==> config.mk <==
export PLATFORM = sky130hd
export DESIGN_NAME = stable_priority_queue
export DESIGN_NICKNAME = d
export VERILOG_FILES = /design/src/rtl/spq_pkg.sv /design/src/rtl/spq_cell.sv /design/src/rtl/stable_priority_queue.sv
export SDC_FILE = /design/constraint.sdc
export NUM_CORES = 2
export LEC_CHECK = 0
export BUFFER_PORTS_ARGS = -buffer_cell sky130_fd_sc_hd__buf_2
export CAP_MARGIN = 20
export CELL_PAD_IN_SITES_DETAIL_PLACEMENT = 0
export CELL_PAD_IN_SITES_GLOBAL_PLACEMENT = 2
export CORE_MARGIN = 1
export CORE_UTILIZATION = 49
export CTS_BUF_LIST = sky130_fd_sc_hd__clkbuf_8
export CTS_CLUSTER_SIZE = 30
export DETAILED_ROUTE_END_ITERATION = 8
export PLACE_DENSITY = 0.95
export RECOVER_POWER = 25
export SLEW_MARGIN = 10
export SYNTH_ARGS = -nofsm -noshare
export SYNTH_HDL_FRONTEND = slang
export SYNTH_HIERARCHICAL = 1
export SYNTH_SLANG_ARGS = --single-unit
export TNS_END_PERCENT = 10
==> constraint.sdc <==
create_clock -name clk -period 15.2 [get_ports clk]
set_input_delay 1.52 -clock clk [delete_from_list [all_inputs] [get_ports clk]]
set_output_delay 1.52 -clock clk [all_outputs]
set_load 0.005 [all_outputs]
==> src/rtl/spq_pkg.sv <==
// ----------------------------------------------------------------------------
// spq_pkg: shared types and constants of the stable priority queue
// Sizes, field widths, item codes and the entry record held by each cell.
// ----------------------------------------------------------------------------
`default_nettype none

package spq_pkg;

  // queue size and stored widths
  localparam int CAPACITY      = 64;
  localparam int PRIORITY_BITS = 8;
  localparam int TAG_BITS      = 16;

  // widths of the item fields on the ports
  localparam int PRIO_FIELD_W   = 8;
  localparam int TAG_FIELD_W    = 16;
  localparam int STATUS_FIELD_W = 2;

  // item kinds
  localparam logic KIND_INSERT = 1'b0;
  localparam logic KIND_SERVE  = 1'b1;

  // result status codes
  typedef enum logic [STATUS_FIELD_W-1:0] {
    ST_SERVED = 2'd0,
    ST_EMPTY  = 2'd1,
    ST_FULL   = 2'd2
  } status_t;

  // one stored entry
  typedef struct packed {
    logic                     valid;
    logic [PRIORITY_BITS-1:0] prio;
    logic [TAG_BITS-1:0]      tag;
  } entry_t;

  // operation broadcast to every cell
  typedef struct packed {
    logic                     insert;
    logic                     serve;
    logic [PRIORITY_BITS-1:0] prio;
    logic [TAG_BITS-1:0]      tag;
  } op_t;

endpackage

`default_nettype wire

==> src/rtl/spq_cell.sv <==
// ----------------------------------------------------------------------------
// spq_cell: one slot of the sorted chain
// Holds one entry; on insert it keeps, takes the new entry or takes the left
// neighbour's entry; on serve it takes the right neighbour's entry.
// ----------------------------------------------------------------------------
`default_nettype none

module spq_cell (
  input  wire logic            clk,
  input  wire logic            rst,
  input  wire spq_pkg::op_t    op,
  input  wire spq_pkg::entry_t left_entry,
  input  wire logic            left_keep,
  input  wire spq_pkg::entry_t right_entry,
  output spq_pkg::entry_t      cur,
  output logic                 keep
);

  spq_pkg::entry_t cur_next;

  // entry stays in place when it ranks equal or above the new one
  assign keep = cur.valid && (cur.prio >= op.prio);

  // choose next contents
  always_comb begin
    cur_next = cur;
    if (op.insert) begin
      if (!keep) begin
        if (left_keep) begin
          cur_next.valid = 1'b1;
          cur_next.prio  = op.prio;
          cur_next.tag   = op.tag;
        end else begin
          cur_next = left_entry;
        end
      end
    end else if (op.serve) begin
      cur_next = right_entry;
    end
  end

  // entry register, only the valid bit is reset
  always_ff @(posedge clk) begin
    cur.prio <= cur_next.prio;
    cur.tag  <= cur_next.tag;
    if (rst) begin
      cur.valid <= 1'b0;
    end else begin
      cur.valid <= cur_next.valid;
    end
  end

endmodule

`default_nettype wire

==> src/rtl/stable_priority_queue.sv <==
// ----------------------------------------------------------------------------
// stable_priority_queue: max priority queue, first come first served on ties
// Usage:
//   Input transactions arrive on s_tvalid/s_tready. s_tuser is the kind
//   (0 insert, 1 serve); s_tdata carries priority_req and tag.
//   An insert goes behind every queued entry of equal or higher priority and
//   gives no result, unless the queue is full: then it is dropped and a
//   result with status full is sent. A serve removes the highest, oldest
//   entry and sends its tag with status served, or status empty when the
//   queue holds nothing.
//   Results leave on m_tvalid/m_tready, tag in m_tdata, status in m_tuser.
// Timing:
//   one transaction per cycle unless a stalled receiver holds a result; the
//   whole chain of cells updates in the cycle of acceptance, and a result
//   appears in the output register in the cycle after its transaction is accepted.
//   When the receiver stalls with a result pending, s_tready drops until the
//   result is taken; a result taken in the same cycle frees the slot at once.
// Reset:
//   rst (synchronous) empties the queue and clears any pending result.
// ----------------------------------------------------------------------------
`default_nettype none

module stable_priority_queue (
  input  wire logic        clk,
  input  wire logic        rst,
  input  wire logic        s_tvalid,
  output logic             s_tready,
  input  wire logic [23:0] s_tdata,   // priority_req [7:0], tag [23:8]
  input  wire logic        s_tuser,   // kind [0]
  output logic             m_tvalid,
  input  wire logic        m_tready,
  output logic [15:0]      m_tdata,   // served_tag [15:0]
  output logic [1:0]       m_tuser    // status [1:0]
);

  localparam int CAP = spq_pkg::CAPACITY;

  logic                              s_fire;
  logic                              is_serve;
  logic [spq_pkg::PRIO_FIELD_W-1:0]  in_prio;
  logic [spq_pkg::TAG_FIELD_W-1:0]   in_tag;
  logic                              is_full;
  logic                              is_empty;
  spq_pkg::op_t                      op;
  spq_pkg::entry_t                   cell_q [CAP];
  logic [CAP-1:0]                    keep_vec;
  logic [CAP-1:0]                    vld_vec;

  // input unpacking
  assign in_prio  = s_tdata[spq_pkg::PRIO_FIELD_W-1:0];
  assign in_tag   = s_tdata[spq_pkg::PRIO_FIELD_W +: spq_pkg::TAG_FIELD_W];
  assign is_serve = (s_tuser == spq_pkg::KIND_SERVE);
  assign s_tready = !m_tvalid || m_tready;
  assign s_fire   = s_tvalid && s_tready;

  // occupancy: valid slots form a prefix
  assign is_full  = vld_vec[CAP-1];
  assign is_empty = !vld_vec[0];

  // broadcast operation
  always_comb begin
    op.insert = s_fire && !is_serve && !is_full;
    op.serve  = s_fire && is_serve && !is_empty;
    op.prio   = in_prio[spq_pkg::PRIORITY_BITS-1:0];
    op.tag    = in_tag[spq_pkg::TAG_BITS-1:0];
  end

  // chain of cells
  for (genvar g = 0; g < CAP; g++) begin : g_cell
    spq_pkg::entry_t left_e;
    spq_pkg::entry_t right_e;
    logic            left_k;

    if (g == 0) begin : g_head
      assign left_e = '0;
      assign left_k = 1'b1;
    end else begin : g_body
      assign left_e = cell_q[g-1];
      assign left_k = keep_vec[g-1];
    end

    if (g == CAP - 1) begin : g_tail
      assign right_e = '0;
    end else begin : g_inner
      assign right_e = cell_q[g+1];
    end

    spq_cell u_cell (
      .clk         (clk),
      .rst         (rst),
      .op          (op),
      .left_entry  (left_e),
      .left_keep   (left_k),
      .right_entry (right_e),
      .cur         (cell_q[g]),
      .keep        (keep_vec[g])
    );

    assign vld_vec[g] = cell_q[g].valid;
  end

  // result register
  always_ff @(posedge clk) begin
    if (rst) begin
      m_tvalid <= 1'b0;
      m_tdata  <= '0;
      m_tuser  <= spq_pkg::ST_SERVED;
    end else begin
      if (s_fire && is_serve) begin
        m_tvalid <= 1'b1;
        if (is_empty) begin
          m_tdata <= '0;
          m_tuser <= spq_pkg::ST_EMPTY;
        end else begin
          m_tdata <= spq_pkg::TAG_FIELD_W'(cell_q[0].tag);
          m_tuser <= spq_pkg::ST_SERVED;
        end
      end else if (s_fire && is_full) begin
        m_tvalid <= 1'b1;
        m_tdata  <= '0;
        m_tuser  <= spq_pkg::ST_FULL;
      end else if (m_tready) begin
        m_tvalid <= 1'b0;
      end
    end
  end

`ifndef SYNTHESIS
  // valid slots always form a prefix of the chain
  a_prefix: assert property (@(posedge clk) disable iff (rst)
    ((vld_vec >> 1) & ~vld_vec) == '0)
    else $error("valid slots not contiguous from the head");

  // serve on a non-empty queue gives a served result next cycle
  a_serve: assert property (@(posedge clk) disable iff (rst)
    (s_fire && is_serve && !is_empty) |=> (m_tvalid && m_tuser == spq_pkg::ST_SERVED))
    else $error("serve did not produce a served result");

  // insert into a full queue leaves occupancy untouched
  a_full_hold: assert property (@(posedge clk) disable iff (rst)
    (s_fire && !is_serve && is_full) |=> $stable(vld_vec))
    else $error("dropped insert changed occupancy");

  // non-served results carry a zero tag
  a_zero_tag: assert property (@(posedge clk) disable iff (rst)
    (m_tvalid && m_tuser != spq_pkg::ST_SERVED) |-> (m_tdata == '0))
    else $error("non-served result carries a tag");
`endif

endmodule

`default_nettype wire

==> Implementation_results.wiki <==
{| class="wikitable"
! Metric !! Value
|-
| Number of slew-limit violations in the final report || 1122
|-
| Fraction of final layout cells sized beyond drive strength 1 || between 7 and 8%
|-
| Number of routed nets with antenna violations || 0
|-
| Area overhead of the layout relative to synthesis || 7.268%
|-
| Nets || between 9000 and 10000
|-
| Initial standard-cell utilization of the core || 49.52%
|-
| Post-route total power || roughly 0.011 W
|-
| DIE WIDTH || around 440 um
|-
| Met3 track utilization from global routing || ~3.6%
|-
| Maximum buffer depth of the clock tree || 4
|-
| Drt initial violations || between 5000 and 6000
|-
| Maximum number of pins on one net before global-route repair || between 200 and 300
|-
| Max-cap violation count || 21
|-
| Count of unresolved DRC violations after routing || 0
|-
| Met1 routing resource usage after global routing || 32.19%
|-
| Final count of hold timing violations || 0
|-
| Worst reg2reg setup slack || 5970 ps
|-
| Clock sink total || between 1500 and 2000
|-
| Post-Syn Instances || just under 9000
|-
| Required time of the critical path || about 16000 ps
|-
| Post-detailed-placement cell area || between 90000 and 100000 um^2
|-
| PD cells || about 110 nW/um^2
|-
| Routed via count || 67780
|-
| Total leakage power || roughly 38 nW
|-
| Fin Hold WS || 481.4 ps
|-
| Via count normalized by instance count || roughly 6
|-
| Clock period minus final worst setup slack || between 9000 and 10000 ps
|-
| Clock transition at the register clock pins on the worst setup and hold paths after CTS || ~60 ps
|-
| Final setup violation count || 0
|-
| Via count of the first global-routing pass || between 60000 and 70000
|-
| Die area || just under 200000 um^2
|-
| Initial antenna violation count || 2
|-
| Cts bufs inserted || around 310
|-
| First-pass GRT wire length || ~370 mm
|-
| Post-cts hold buffer count || 0
|-
| IR drop worst, VDD || 61.37 uV
|-
| Remaining global-route overflow || 0
|-
| Final estimated routing congestion in global placement || ~0.83
|-
| Placeable Area || slightly below 200000 um^2
|-
| Worst hold-check path type || reg -> reg
|-
| TNS Setup || 0 ps
|-
| Maximum achievable frequency || around 110 MHz
|-
| Standard-cell rows || 161
|-
| Worst-case headroom to the max-slew limit || -181.7%
|-
| Total GRT Usage || 23.00%
|-
| Nature of the critical path startpoint || input port
|-
| Overall die height || roughly 440 um
|-
| Post-synth design cell area || 95670 um^2
|-
| Tightest Pin Transition || 4225 ps
|-
| Total setup buffers inserted after CTS || 0
|-
| Clock Tree Root || sky130_fd_sc_hd__clkbuf_8
|-
| CTS tree || built
|-
| Most heavily used metal layer in global routing || met2
|-
| Failing checks || capacitance limit, slew limit
|-
| I/O pin cnt || slightly below 50
|-
| Data arrival time of the critical path || between 10000 and 15000 ps
|-
| H-tree levels || 5
|-
| Kind of capture point of the worst setup path || flip-flop
|-
| First-pass detailed-route iteration total || 6
|-
| Insertion delay of the later-clocked pin in the worst-skew pair || 1020 ps
|-
| Setup Crit Path Kind || in -> reg
|-
| Status || complete, but fails checks
|-
| Setup repair after global routing missed its margin || no
|-
| Largest fanout on the critical path || 92
|-
| Wire length per cell after detailed routing || around 20 um
|-
| Met2 track demand over resource in global routing || ~37%
|-
| Input/output buffers || 48
|-
| Yosys Warn Count || 6
|-
| Mean instance size in the synthesized netlist || between 10 and 15 um^2
|-
| Crit share post-route || 62.10%
|-
| Detailed placer's ending HPWL || approximately 150 mm
|-
| Final-layout fill cell count || around 17000
|-
| Number of cells upsized or downsized after cts || 0
|-
| Wire length reported by the detailed router || 232.7 mm
|-
| Setup Skew || about 56 ps
|-
| Total non-filler cell area in the finished layout || around 100000 um^2
|}
==> where the power goes <==
part	switching, W	internal [W]
clock network	0.00187	0.00194
logic	0.00110	0.000647
registers	0.000249	0.00538
total	0.00322	0.00797
==> layout make-up <==
cell class / instances / area, um^2 / share of cell area, %
multi-input combinational: 6225 / 42910 / 41.81
inverter: 513 / 1926 / 1.876
timing repair buffer: 196 / 1614 / 1.573
tap: 2526 / 3161 / 3.080
sequential: 1619 / 47790 / 46.57
antenna: 3 / 7.507 / 0.007315
clock buffer: 317 / 4363 / 4.251
clock inverter: 199 / 855.8 / 0.8340
==> state kept, by name, indices dropped and copies added, names as in the netlist <==
name / count
g_cell.u_cell/cur: 1600
m_tuser: 2
m_tdata: 16
m_tvalid: 1
==> metal layers <==
layer	vias up	routed length (um)
li1	32500	-
met1	33410	107600
met2	1536	108900
met3	342	12030
met4	0	4154
met5	-	0
==> final timing paths <==
check / startpoint / end / cells past startpoint
min: m_tdata[6] / m_tdata[6] / 1
max: m_tready / g_cell[59].u_cell/cur[15] / 8
max reg2reg: g_cell[63].u_cell/cur[24] / g_cell[59].u_cell/cur[15] / 6
min reg2reg: m_tdata[6] / m_tdata[6] / 1
==> stage by stage <==
step / cells / setup WS, ps / utilization (%)
after global placement: 11050 / 9134 / 50.27
after CTS: 11580 / 10150 / 53.07
after detailed placement: 11060 / 9041 / 50.37
final: 11600 / 5761 / 53.12
after global routing: 11600 / 4944 / 53.12
after floorplan: 8937 / 9134 / -
==> worst max-delay path: stages <==
cell	delay, ps
sky130_fd_sc_hd__buf_2	70
sky130_fd_sc_hd__nand2b_1	260
sky130_fd_sc_hd__nand2_1	100
sky130_fd_sc_hd__nor2_1	1880
sky130_fd_sc_hd__clkbuf_1	2810
sky130_fd_sc_hd__clkbuf_1	2250
sky130_fd_sc_hd__buf_4	950
sky130_fd_sc_hd__a21oi_1	160
==> placed cells by master, fill, tap and decap left out, types with 81 or more instances in the layout <==
master	instances
sky130_fd_sc_hd__nor2_1	1602
sky130_fd_sc_hd__clkbuf_8	317
sky130_fd_sc_hd__mux2i_1	1536
sky130_fd_sc_hd__inv_1	618
sky130_fd_sc_hd__edfxtp_1	1536
sky130_fd_sc_hd__ha_1	512
sky130_fd_sc_hd__buf_4	104
sky130_fd_sc_hd__a21oi_1	1601
sky130_fd_sc_hd__dfxtp_1	83
sky130_fd_sc_hd__nand2_2	81
sky130_fd_sc_hd__nor2b_1	128
No activity file was read; power rests on OpenSTA's default activity.
